<file path="src/hw/rtl/mcr_pkg.sv">
package mcr_pkg;

  // Fixed field widths
  localparam int CX_W     = 12;
  localparam int RAD_IN_W = 6;
  localparam int COLOR_W  = 32;
  localparam int OFS_W    = 28;
  localparam int LPP_W    = 13;   // pixels_per_line register
  // Internal widths sized for the widest legal parameter values
  localparam int COORD_W  = 7;    // radius up to 63, y up to radius + 1
  localparam int LINE_W   = 14;   // clamped line length up to 8191
  localparam int CYP_W    = CX_W + LINE_W;     // center_y * line length
  localparam int RP_W     = COORD_W + LINE_W;  // radius * line length
  localparam int ERR_W    = 11;   // midpoint error term, signed
  localparam int STEP_W   = 6;
  localparam int MAX_STEPS = 46;
  localparam int QUEUE_DEPTH = 2;

  // Configuration register indexes
  localparam int CFG_IDX_W  = 2;
  localparam int CFG_DATA_W = 13;
  localparam logic [CFG_IDX_W-1:0] REG_WIDE_PIXEL_MODE = 2'd0;
  localparam logic [CFG_IDX_W-1:0] REG_PIXELS_PER_LINE = 2'd1;

  typedef struct packed {
    logic [CX_W-1:0]     center_x;
    logic [CX_W-1:0]     center_y;
    logic [RAD_IN_W-1:0] radius;
    logic [COLOR_W-1:0]  color;
  } req_t;

  typedef struct packed {
    logic signed [OFS_W-1:0] offset_0;
    logic signed [OFS_W-1:0] offset_1;
    logic signed [OFS_W-1:0] offset_2;
    logic signed [OFS_W-1:0] offset_3;
    logic signed [OFS_W-1:0] offset_4;
    logic signed [OFS_W-1:0] offset_5;
    logic signed [OFS_W-1:0] offset_6;
    logic signed [OFS_W-1:0] offset_7;
    logic [COLOR_W-1:0]      pixel_word;
    logic                    last_step;
  } res_t;

  // Prepared circle job handed from front to back
  typedef struct packed {
    logic [OFS_W-1:0]   base;       // cx + cy * line, in pixels
    logic [RP_W-1:0]    rad_line;   // radius * line
    logic [COORD_W-1:0] rad;
    logic [LINE_W-1:0]  line;
    logic [COLOR_W-1:0] word;
    logic               wide;
  } job_t;

endpackage

</file>
<file path="src/hw/rtl/mcr_front.sv">
module mcr_front #(
  parameter int MAX_RADIUS      = 63,
  parameter int MAX_LINE_PIXELS = 4096
) (
  input  logic                      clk,
  input  logic                      rst,
  input  logic                      req_valid,
  output logic                      req_stall,
  input  mcr_pkg::req_t             req,
  input  logic                      wide_pixel_mode,
  input  logic [mcr_pkg::LPP_W-1:0] pixels_per_line,
  output logic                      job_valid,
  input  logic                      job_ready,
  output mcr_pkg::job_t             job
);

  typedef struct packed {
    logic [mcr_pkg::CX_W-1:0]    cx;
    logic [mcr_pkg::CYP_W-1:0]   cy_line;
    logic [mcr_pkg::RP_W-1:0]    rad_line;
    logic [mcr_pkg::COORD_W-1:0] rad;
    logic [mcr_pkg::LINE_W-1:0]  line;
    logic [mcr_pkg::COLOR_W-1:0] word;
    logic                        wide;
  } prod_t;

  function automatic logic [mcr_pkg::COLOR_W-1:0] pack565(
      input logic [mcr_pkg::COLOR_W-1:0] c);
    pack565 = {16'd0, c[23:19], c[15:10], c[7:3]};
  endfunction

  logic                          s1_valid;
  prod_t                         s1;
  logic                          s2_valid;
  mcr_pkg::job_t                 s2;
  logic                          s2_open;
  logic                          accept;
  logic [mcr_pkg::COORD_W-1:0]   rad_eff;
  logic [mcr_pkg::LINE_W-1:0]    line_eff;
  logic [mcr_pkg::CYP_W-1:0]     cy_line_w;
  logic [mcr_pkg::RP_W-1:0]      rad_line_w;

  // Handshake: stage 2 frees when its job moves into the queue
  assign s2_open   = !s2_valid || job_ready;
  assign req_stall = s1_valid && !s2_open;
  assign accept    = req_valid && !req_stall;

  // Classify: clamp radius and line length, then the two products
  always_comb begin
    rad_eff = {1'b0, req.radius};
    if ({1'b0, req.radius} > mcr_pkg::COORD_W'(MAX_RADIUS)) begin
      rad_eff = mcr_pkg::COORD_W'(MAX_RADIUS);
    end
    line_eff = {1'b0, pixels_per_line};
    if ({1'b0, pixels_per_line} > mcr_pkg::LINE_W'(MAX_LINE_PIXELS)) begin
      line_eff = mcr_pkg::LINE_W'(MAX_LINE_PIXELS);
    end
    cy_line_w  = {{mcr_pkg::LINE_W{1'b0}}, req.center_y} *
                 {{mcr_pkg::CX_W{1'b0}}, line_eff};
    rad_line_w = {{mcr_pkg::LINE_W{1'b0}}, rad_eff} *
                 {{mcr_pkg::COORD_W{1'b0}}, line_eff};
  end

  // Stage 1: products
  always_ff @(posedge clk) begin
    if (rst) begin
      s1_valid <= 1'b0;
    end else if (!s1_valid || s2_open) begin
      s1_valid <= accept;
    end
    if (accept) begin
      s1.cx       <= req.center_x;
      s1.cy_line  <= cy_line_w;
      s1.rad_line <= rad_line_w;
      s1.rad      <= rad_eff;
      s1.line     <= line_eff;
      s1.word     <= wide_pixel_mode ? req.color : pack565(req.color);
      s1.wide     <= wide_pixel_mode;
    end
  end

  // Stage 2: center pixel index
  always_ff @(posedge clk) begin
    if (rst) begin
      s2_valid <= 1'b0;
    end else if (s2_open) begin
      s2_valid <= s1_valid;
    end
    if (s2_open && s1_valid) begin
      s2.base     <= {{(mcr_pkg::OFS_W-mcr_pkg::CX_W){1'b0}}, s1.cx} +
                     {{(mcr_pkg::OFS_W-mcr_pkg::CYP_W){1'b0}}, s1.cy_line};
      s2.rad_line <= s1.rad_line;
      s2.rad      <= s1.rad;
      s2.line     <= s1.line;
      s2.word     <= s1.word;
      s2.wide     <= s1.wide;
    end
  end

  assign job_valid = s2_valid;
  assign job       = s2;

endmodule

</file>
<file path="src/hw/rtl/mcr_queue.sv">
module mcr_queue (
  input  logic          clk,
  input  logic          rst,
  input  logic          push_valid,
  output logic          push_ready,
  input  mcr_pkg::job_t push_job,
  output logic          pop_valid,
  input  logic          pop,
  output mcr_pkg::job_t pop_job
);

  localparam int PTR_W = $clog2(mcr_pkg::QUEUE_DEPTH);
  localparam int CNT_W = $clog2(mcr_pkg::QUEUE_DEPTH + 1);

  mcr_pkg::job_t     slots [mcr_pkg::QUEUE_DEPTH];
  logic [PTR_W-1:0]  wr_ptr;
  logic [PTR_W-1:0]  rd_ptr;
  logic [CNT_W-1:0]  count;
  logic              do_push;
  logic              do_pop;

  assign push_ready = (count != CNT_W'(mcr_pkg::QUEUE_DEPTH));
  assign pop_valid  = (count != '0);
  assign do_push    = push_valid && push_ready;
  assign do_pop     = pop && pop_valid;
  assign pop_job    = slots[rd_ptr];

  // Pointer and fill tracking
  always_ff @(posedge clk) begin
    if (rst) begin
      wr_ptr <= '0;
      rd_ptr <= '0;
      count  <= '0;
    end else begin
      if (do_push) begin
        wr_ptr <= (wr_ptr == PTR_W'(mcr_pkg::QUEUE_DEPTH - 1)) ? '0 : wr_ptr + 1'b1;
      end
      if (do_pop) begin
        rd_ptr <= (rd_ptr == PTR_W'(mcr_pkg::QUEUE_DEPTH - 1)) ? '0 : rd_ptr + 1'b1;
      end
      unique case ({do_push, do_pop})
        2'b10:   count <= count + 1'b1;
        2'b01:   count <= count - 1'b1;
        default: count <= count;
      endcase
    end
  end

  always_ff @(posedge clk) begin
    if (do_push) begin
      slots[wr_ptr] <= push_job;
    end
  end

endmodule

</file>
<file path="src/hw/rtl/mcr_back.sv">
module mcr_back (
  input  logic          clk,
  input  logic          rst,
  input  logic          job_valid,
  output logic          job_pop,
  input  mcr_pkg::job_t job,
  output logic          pix_valid,
  input  logic          pix_stall,
  output mcr_pkg::res_t pix
);

  localparam int OW = mcr_pkg::OFS_W;
  localparam int CW = mcr_pkg::COORD_W;
  localparam int EW = mcr_pkg::ERR_W;

  function automatic logic [OW-1:0] scale(input logic [OW-1:0] s, input logic wide);
    scale = wide ? {s[OW-3:0], 2'b00} : {s[OW-2:0], 1'b0};
  endfunction

  logic                          busy;
  logic [CW-1:0]                 x;
  logic [CW-1:0]                 y;
  logic signed [EW-1:0]          err;
  logic [mcr_pkg::STEP_W-1:0]    step_cnt;
  logic [OW-1:0]                 row_yp;   // base + y * line
  logic [OW-1:0]                 row_ym;   // base - y * line
  logic [OW-1:0]                 row_xp;   // base + x * line
  logic [OW-1:0]                 row_xm;   // base - x * line
  logic [OW-1:0]                 line;
  logic [mcr_pkg::COLOR_W-1:0]   word;
  logic                          wide;

  logic                          step;
  logic [CW-1:0]                 x_next;
  logic [CW-1:0]                 y_next;
  logic signed [EW-1:0]          err_next;
  logic                          last;
  logic [OW-1:0]                 dx;
  logic [OW-1:0]                 dy;
  logic [OW-1:0]                 rad_line;

  assign job_pop  = !busy && job_valid;
  assign step     = busy && (!pix_valid || !pix_stall);
  assign dx       = {{(OW-CW){1'b0}}, x};
  assign dy       = {{(OW-CW){1'b0}}, y};
  assign rad_line = {{(OW-mcr_pkg::RP_W){1'b0}}, job.rad_line};

  // Midpoint update
  always_comb begin
    y_next = y + 1'b1;
    if (err <= 0) begin
      x_next   = x;
      err_next = EW'(err + 2 * $signed({{(EW-CW){1'b0}}, y_next}) + EW'(1));
    end else begin
      x_next   = x - 1'b1;
      err_next = EW'(err + 2 * ($signed({{(EW-CW){1'b0}}, y_next}) -
                                $signed({{(EW-CW){1'b0}}, x_next})) + EW'(1));
    end
    last = (x_next < y_next) ||
           (step_cnt == mcr_pkg::STEP_W'(mcr_pkg::MAX_STEPS - 1));
  end

  // Step sequencer
  always_ff @(posedge clk) begin
    if (rst) begin
      busy <= 1'b0;
    end else if (job_pop) begin
      busy <= 1'b1;
    end else if (step && last) begin
      busy <= 1'b0;
    end
    if (job_pop) begin
      x        <= job.rad;
      y        <= '0;
      err      <= '0;
      step_cnt <= '0;
      row_yp   <= job.base;
      row_ym   <= job.base;
      row_xp   <= job.base + rad_line;
      row_xm   <= job.base - rad_line;
      line     <= {{(OW-mcr_pkg::LINE_W){1'b0}}, job.line};
      word     <= job.word;
      wide     <= job.wide;
    end else if (step) begin
      x        <= x_next;
      y        <= y_next;
      err      <= err_next;
      step_cnt <= step_cnt + 1'b1;
      row_yp   <= row_yp + line;
      row_ym   <= row_ym - line;
      if (x_next != x) begin
        row_xp <= row_xp - line;
        row_xm <= row_xm + line;
      end
    end
  end

  // Output register with the eight octant offsets
  always_ff @(posedge clk) begin
    if (rst) begin
      pix_valid <= 1'b0;
    end else if (step) begin
      pix_valid <= 1'b1;
    end else if (!pix_stall) begin
      pix_valid <= 1'b0;
    end
    if (step) begin
      pix.offset_0   <= scale(row_yp + dx, wide);
      pix.offset_1   <= scale(row_xp + dy, wide);
      pix.offset_2   <= scale(row_xp - dy, wide);
      pix.offset_3   <= scale(row_yp - dx, wide);
      pix.offset_4   <= scale(row_ym - dx, wide);
      pix.offset_5   <= scale(row_xm - dy, wide);
      pix.offset_6   <= scale(row_xm + dy, wide);
      pix.offset_7   <= scale(row_ym + dx, wide);
      pix.pixel_word <= word;
      pix.last_step  <= last;
    end
  end

  // Loop invariant: a running circle never has y past x
  a_y_within_x: assert property (@(posedge clk) disable iff (rst)
    busy |-> (y <= x))
    else $error("step with y above x");

  a_step_budget: assert property (@(posedge clk) disable iff (rst)
    busy |-> (step_cnt < mcr_pkg::STEP_W'(mcr_pkg::MAX_STEPS)))
    else $error("step count past budget");

  a_pop_starts: assert property (@(posedge clk) disable iff (rst)
    job_pop |=> (busy && y == '0 && step_cnt == '0))
    else $error("job pop did not start a run");

endmodule

</file>
<file path="src/hw/rtl/midpoint_circle_rasterizer_core.sv">
// A first result passes the two front stages, the job queue, the step registers and
// the output register. Throughput: a circle of radius r gives about r/sqrt(2) + 1
// results (at most 46), one per cycle unless pix_stall holds the output; the next job
// leaves the queue once the step unit is idle. The two-stage front and a 2-entry job
// queue take new requests while a circle runs. Reset (rst, synchronous, active high)
// clears all valid state and sets 32 bpp mode with 800 pixels per line.
module midpoint_circle_rasterizer_core #(
  parameter int MAX_RADIUS      = 63,
  parameter int MAX_LINE_PIXELS = 4096
) (
  input  logic                           clk,
  input  logic                           rst,
  input  logic                           req_valid,
  output logic                           req_stall,
  input  mcr_pkg::req_t                  req,
  output logic                           pix_valid,
  input  logic                           pix_stall,
  output mcr_pkg::res_t                  pix,
  input  logic                           cfg_valid,
  output logic                           cfg_ready,
  input  logic [mcr_pkg::CFG_IDX_W-1:0]  cfg_index,
  input  logic [mcr_pkg::CFG_DATA_W-1:0] cfg_data
);

  logic                      wide_pixel_mode;
  logic [mcr_pkg::LPP_W-1:0] pixels_per_line;
  logic                      fq_valid;
  logic                      fq_ready;
  mcr_pkg::job_t             fq_job;
  logic                      qb_valid;
  logic                      qb_pop;
  mcr_pkg::job_t             qb_job;

  // Configuration registers
  assign cfg_ready = 1'b1;

  always_ff @(posedge clk) begin
    if (rst) begin
      wide_pixel_mode <= 1'b1;
      pixels_per_line <= mcr_pkg::LPP_W'(800);
    end else if (cfg_valid && cfg_ready) begin
      unique case (cfg_index)
        mcr_pkg::REG_WIDE_PIXEL_MODE: wide_pixel_mode <= cfg_data[0];
        mcr_pkg::REG_PIXELS_PER_LINE: pixels_per_line <= cfg_data[mcr_pkg::LPP_W-1:0];
        default: ;
      endcase
    end
  end

  mcr_front #(
    .MAX_RADIUS      (MAX_RADIUS),
    .MAX_LINE_PIXELS (MAX_LINE_PIXELS)
  ) u_front (
    .clk             (clk),
    .rst             (rst),
    .req_valid       (req_valid),
    .req_stall       (req_stall),
    .req             (req),
    .wide_pixel_mode (wide_pixel_mode),
    .pixels_per_line (pixels_per_line),
    .job_valid       (fq_valid),
    .job_ready       (fq_ready),
    .job             (fq_job)
  );

  mcr_queue u_queue (
    .clk        (clk),
    .rst        (rst),
    .push_valid (fq_valid),
    .push_ready (fq_ready),
    .push_job   (fq_job),
    .pop_valid  (qb_valid),
    .pop        (qb_pop),
    .pop_job    (qb_job)
  );

  mcr_back u_back (
    .clk       (clk),
    .rst       (rst),
    .job_valid (qb_valid),
    .job_pop   (qb_pop),
    .job       (qb_job),
    .pix_valid (pix_valid),
    .pix_stall (pix_stall),
    .pix       (pix)
  );

endmodule

</file>
<file path="config.mk">
export PLATFORM = sky130hd
export DESIGN_NAME = midpoint_circle_rasterizer_core
export DESIGN_NICKNAME = d
export VERILOG_FILES = /design/src/hw/rtl/mcr_pkg.sv /design/src/hw/rtl/mcr_front.sv /design/src/hw/rtl/mcr_queue.sv /design/src/hw/rtl/mcr_back.sv /design/src/hw/rtl/midpoint_circle_rasterizer_core.sv
export SDC_FILE = /design/constraint.sdc
export NUM_CORES = 2
export LEC_CHECK = 0
export BUFFER_PORTS_ARGS = -buffer_cell sky130_fd_sc_hd__buf_2
export CORE_ASPECT_RATIO = 1.4
export CORE_UTILIZATION = 33
export CTS_CLUSTER_SIZE = 16
export DETAILED_ROUTE_END_ITERATION = 8
export PLACE_DENSITY = 0.59
export SLEW_MARGIN = 20
export SYNTH_ARGS = -nofsm -noshare
export SYNTH_HDL_FRONTEND = slang
export SYNTH_HIERARCHICAL = 1
export SYNTH_SLANG_ARGS = --single-unit
</file>
<file path="constraint.sdc">
create_clock -name clk -period 9.3 [get_ports clk]
set_input_delay 1.395 -clock clk [delete_from_list [all_inputs] [get_ports clk]]
set_output_delay 1.395 -clock clk [all_outputs]
set_load 0.05 [all_outputs]
</file>
* Yosys cells after proc, flatten, opt, wreduce, memory -nomap -nowiden
Memory sizes are Yosys's and may differ from the RTL's. A register that Yosys moved wholly into a read port is not among the register bits.
Cells that the tools add are included.
** Cells by class
- Equal/unequal tests :: 7
- Muxes and demuxes :: 35
- Add/subtract/negate cells :: 27
- Reductions and logical operators :: 28
- $lt $le $gt $ge :: 3
- Multipliers :: 2
** Operators with widths (number)
- 28-bit two-way mux :: 18
- 27-bit by 7-bit adder with 27-bit output :: 4
- 27-bit by 7-bit subtractor with 27-bit output :: 4
- 28-bit by 14-bit adder with 28-bit output :: 2
- 28-bit by 14-bit subtractor with 28-bit output :: 2
- 28-bit by 21-bit adder with 28-bit output :: 1
- 28-bit by 21-bit subtractor with 28-bit output :: 1
- 12-bit by 26-bit adder with 27-bit output :: 1
- 12-bit by 13-bit multiplier with 25-bit output :: 1
- 11-bit by 2-bit adder with 11-bit output (second input constant) :: 2
- 11-bit by 9-bit adder with 11-bit output :: 2
- 7-bit two-way mux :: 3
- 6-bit by 13-bit multiplier with 19-bit output :: 1
- 16-bit two-way mux :: 1
- 13-bit greater-than comparator (second input constant) :: 1
- 13-bit two-way mux :: 1
- 11-bit by 1-bit <= comparator with 1-bit output (second input constant) :: 1
- 11-bit two-way mux :: 1
- 1-bit two-way mux :: 10
- 2-bit nonzero test :: 5
- 1-bit logical AND :: 8
- 7-bit by 7-bit subtractor with 8-bit output :: 1
- 7-bit by 1-bit adder with 7-bit output (second input constant) :: 1
- 1-bit logical NOT :: 7
- other kinds (16) :: 23
** Word-level totals
- RAM bits :: 202
- Output and inout port bits :: 260
- Memories kept :: 1
- Bits in registers :: 681
- Word-level logic and storage cells :: 155
- Input port bits :: 82
** Memories
- u_queue.slots :: words 2, width 101, read ports 1, clocked after memory_dff 1, wr ports 1, RTL line mcr_queue.sv:15 : mcr_pkg::job_t slots [mcr_pkg::QUEUE_DEPTH];

* Longest topological paths before layout
- Depth after elaboration :: 7
- Gate-level depth with buffers :: 23
- Gate-level depth less buffers :: 19

* By module
Netlist, hierarchy kept.
** By module, submodules not included
- mcr_back :: sequential area each 12742.2 sq um, cells each 3314, area each 31162.4 sq um, instances 1
- mcr_front :: sequential area each 6316.1 sq um, cells each 1334, area each 15265.9 sq um, instances 1
- mcr_queue :: sequential area each 6286.0 sq um, cells each 344, area each 7641.1 sq um, instances 1
- midpoint_circle_rasterizer_core :: sequential area each 280.3 sq um, cells each 65, area each 648.1 sq um, instances 1

* Worst setup path after synthesis
OpenSTA, ideal clock, no wires.
- Path type :: input-to-reg
- Start :: in pix_stall
- End :: reg u_back.err[7]
- Data required time :: 9130 ps
- Setup slack :: -119 ps
- Arrival time :: 9249 ps
- Path buffers :: 1
- Stages on the path :: 6
- Library setup time :: 170 ps
- Cell sequence :: nand2_1 -> nand2_1 -> clkinv_1 -> clkbuf_1 -> o21ai_0 -> a31oi_1
** Between the ends
- Cells in the longest elaborated chain, start to end :: 3
** Ends and longest elaborated chain
- start, declared :: RTL line midpoint_circle_rasterizer_core.sv:17 : input logic pix_stall,
- 1-bit logical NOT :: RTL line mcr_back.sv:43 : assign step = busy && (!pix_valid || !pix_stall);
- 1-bit logical OR :: RTL line mcr_back.sv:43
- 1-bit logical AND :: RTL line mcr_back.sv:43
- net u_back.step :: RTL line mcr_back.sv:33 : logic step;
- end signal, assigned :: RTL line mcr_back.sv:87 : err <= err_next;
- end, declared :: RTL line mcr_back.sv:23 : logic signed [EW-1:0] err;
The timed path passes the listed nets, and every way through them passes these cells.
A chain may end at the register's enable or synchronous reset.

==> flow_summary_export.csv <==
group,metric,value,unit
status,status,"finished clean",
worst_setup_path,end_kind,"flop",
die,initial_utilization,0.333,
grt,grt_first_pass_wirelength,230,mm
routing,drt-vias-per-instance,5.24,
final_layout,fillers,16100,
worst_setup_path,r2r-end,"u_front/s1[100]$_DFFE_PP_",
die,rows,176,
pwr,power_density,232,mW/mm^2
worst_setup_path,r2r.worst_path.cells,18,
worst_hold_path,worstHoldPathCells,0,
synth,syn_area,0.0546,mm^2
pwr,power.switching,5350,uW
clock_tree,cts_root_buf,"clkbuf_16",
clock_tree,cts_hold_buf,0,
worst_setup_path,path_delay_family,"adder cells",
placed_design,dp_hpwl,114,mm
sta,setup_viol,0,
sta,tightest_slew,1150,ps
worst_setup_path,cp-start-kind,"flop",
worst_setup_path,worstPathCellList,"buf_4, nor2b_2, nand2_1, fa_1, fa_1, inv_1, fa_1, fa_1, inv_1, fa_1, inv_1, ha_1, and4_1, and4bb_1, and4bb_4, nor4_2, nand2b_1, a211oi_1",
clock_tree,clk_path_buf_depth,3,
final_layout,drive_gt1_frac,0.141,
placed_design,io_buffers,332,
final_layout,layout_common_cells,"edfxtp_1 (820), nand2_1 (439), inv_1 (369)",
die,coreArea,0.164,mm^2
worst_setup_path,cpMostUsedCell,"fa_1",
worst_hold_path,hold_path_end,"u_front/job[68]$_DFFE_PP_",
clock_tree,numCtsBuffers,88,
routing,routed_wl,151,mm
final_layout,layout_commonest_cell,"edfxtp_1",
sta,rsz0062_at_grt,"false",
pwr,pwr-share-comb,0.356,
pwr,power.leakage,0.0237,uW
grt,grt_max_degree,199,
final_layout,nets,5803,
pwr,clkPwrFrac,0.260,
routing,drc,0,
worst_setup_path,slowest_stage,"nor2b_2",
clock_tree,clk-insertion-delay-late,730,ps
synth,synthesis.instances,5053,
sta,min_period,5860,ps
pwr,p_int,8860,uW
job,drv_cap,0,
sta,drv_slew,0,
clock_tree,clock-sinks,867,
synth,syn_avg_cell_area,10.8,um^2
grt,grt_pass1_vias,38900,
die,dieArea,0.167,mm^2
sta,worst_slack,3440,ps
routing,vias,39100,
sta,max_slew_margin,0.228,
worst_setup_path,cp.required,9760,ps
routing,drtIter0Drc,2516,
placed_design,globalplace.congestion,0.902,
worst_setup_path,critPathKind,"reg -> reg",
sta,setup_tns,0,ps
worst_hold_path,min_from,"u_front/s1[68]$_DFFE_PP_",
die,pin_count,342,
routing,firstDrtPassIters,5,
grt,antenna_found_initial,5,
clock_tree,cts_tree,"yes",
clock_tree,cts_htree_levels,3,
worst_setup_path,cp.buffers_inverters,4,
placed_design,place_ws,2940,ps
worst_hold_path,holdCritPathClass,"reg -> reg",
clock_tree,post_cts_resize_count,0,
die,die_y,483,um
die,die_w,346,um
sta,fin_skew,41.5,ps
worst_setup_path,slowest_delay,690,ps
final_layout,syn2layout_area_growth,12.3,%
grt,grt-ovfl-total,0,
sta,min_period_over_period,0.630,
pwr,p_sw_frac,0.376,
worst_setup_path,reg2reg_from,"pixels_per_line[12]$_SDFFE_PP0P_",
grt,grt.total_usage,0.177,
worst_setup_path,crit_path_max_fanout,27,
sta,fmax,171,MHz
sta,finalHoldViolations,0,
clock_tree,cts_setup_buffers,0,
pwr,p_seq_frac,0.384,
worst_setup_path,cp.arrival,6320,ps
synth,yosys_warnings,6,
routing,wl_per_cell,20.2,um
worst_setup_path,r2r_setup_slack,3440,ps
clock_tree,clk_pin_slew,60,ps
routing,final_antenna_net_count,0,
pwr,irDropWorstVdd,0.000142,V
[how the worst max path moves through the flow]
stage                                                 from                         to  slack, ps  cells after the start
after floorplan                                  req_valid    u_front/s1[0]$_DFFE_PP_       2540                      1
after global placement                             req[41]  u_front/s1[100]$_DFFE_PP_       2970                     17
after detailed placement                           req[41]  u_front/s1[100]$_DFFE_PP_       2940                     17
after CTS                 pixels_per_line[12]$_SDFFE_PP0P_  u_front/s1[100]$_DFFE_PP_       3350                     18
after global routing      pixels_per_line[12]$_SDFFE_PP0P_  u_front/s1[100]$_DFFE_PP_       3060                     18
final                     pixels_per_line[12]$_SDFFE_PP0P_  u_front/s1[100]$_DFFE_PP_       3440                     18
[sequential cells by signal (all words and copies together), names as in the netlist, 13 cells and up, named ones only]
signal / cells
u_back/word: 32
u_queue/slots: 204
u_back/line: 14
u_back/row_ym: 27
u_back/row_xp: 27
u_front/s1: 110
pixels_per_line: 13
u_front/job: 99
u_back/row_xm: 27
u_back/pix: 245
u_back/row_yp: 27
[metal layers]
layer	vias to the layer above	part of all wire	global-route usage
li1	18600	-	-
met1	19000	0.40	0.207
met2	1186	0.51	0.321
met3	301	0.046	0.0200
met4	4	0.047	0.0857
met5	-	0.00015	0
[power groups by stage]
stage          sequential, uW  clock (uW)  combinational, uW
2_1_floorplan            5630           0               3470
3_3_place_gp             5520           0               4980
3_5_place_dp             5530           0               5040
4_1_cts                  5450        3830               5070
5_1_grt                  5510        3940               5570
6_report                 5460        3700               5050
[area by class of cell]
cell class	count	area, um^2	area share
Clock inverter	64	773	0.0126
Clock buffer	101	2250	0.0367
Timing Repair Buffer	387	2110	0.0344
Tap cell	2136	2670	0.0436
Antenna cell	2	5.00	0.0000816
Sequential cell	867	25600	0.417
Inverter	375	1430	0.0232
Multi-Input combinational cell	3531	26500	0.433
[per-stage QoR]
step | instances | util | hold WS, ps | cell area [um^2] | power [uW]
2_1_floorplan | 5062 | - | 400 | 54700 | 9100
3_3_place_gp | 7296 | 0.355 | 401 | 58300 | 10500
3_5_place_dp | 7296 | 0.355 | 405 | 58300 | 10600
4_1_cts | 7461 | 0.373 | 414 | 61300 | 14300
5_1_grt | 7463 | 0.373 | 421 | 61300 | 15000
6_report | 7463 | 0.373 | 408 | 61300 | 14200
[worst reg2reg max path: cells and delay by family, from the launching register on]
family / cells / cell delay [ps]
AOI/OAI and AO/OA: 1 / 80
adders and majority gates: 6 / 2740
and+or+nand+nor: 7 / 2020
DFF: 1 / 360
buffers and inverters: 4 / 400
No activity file was read; power rests on OpenSTA's default activity.
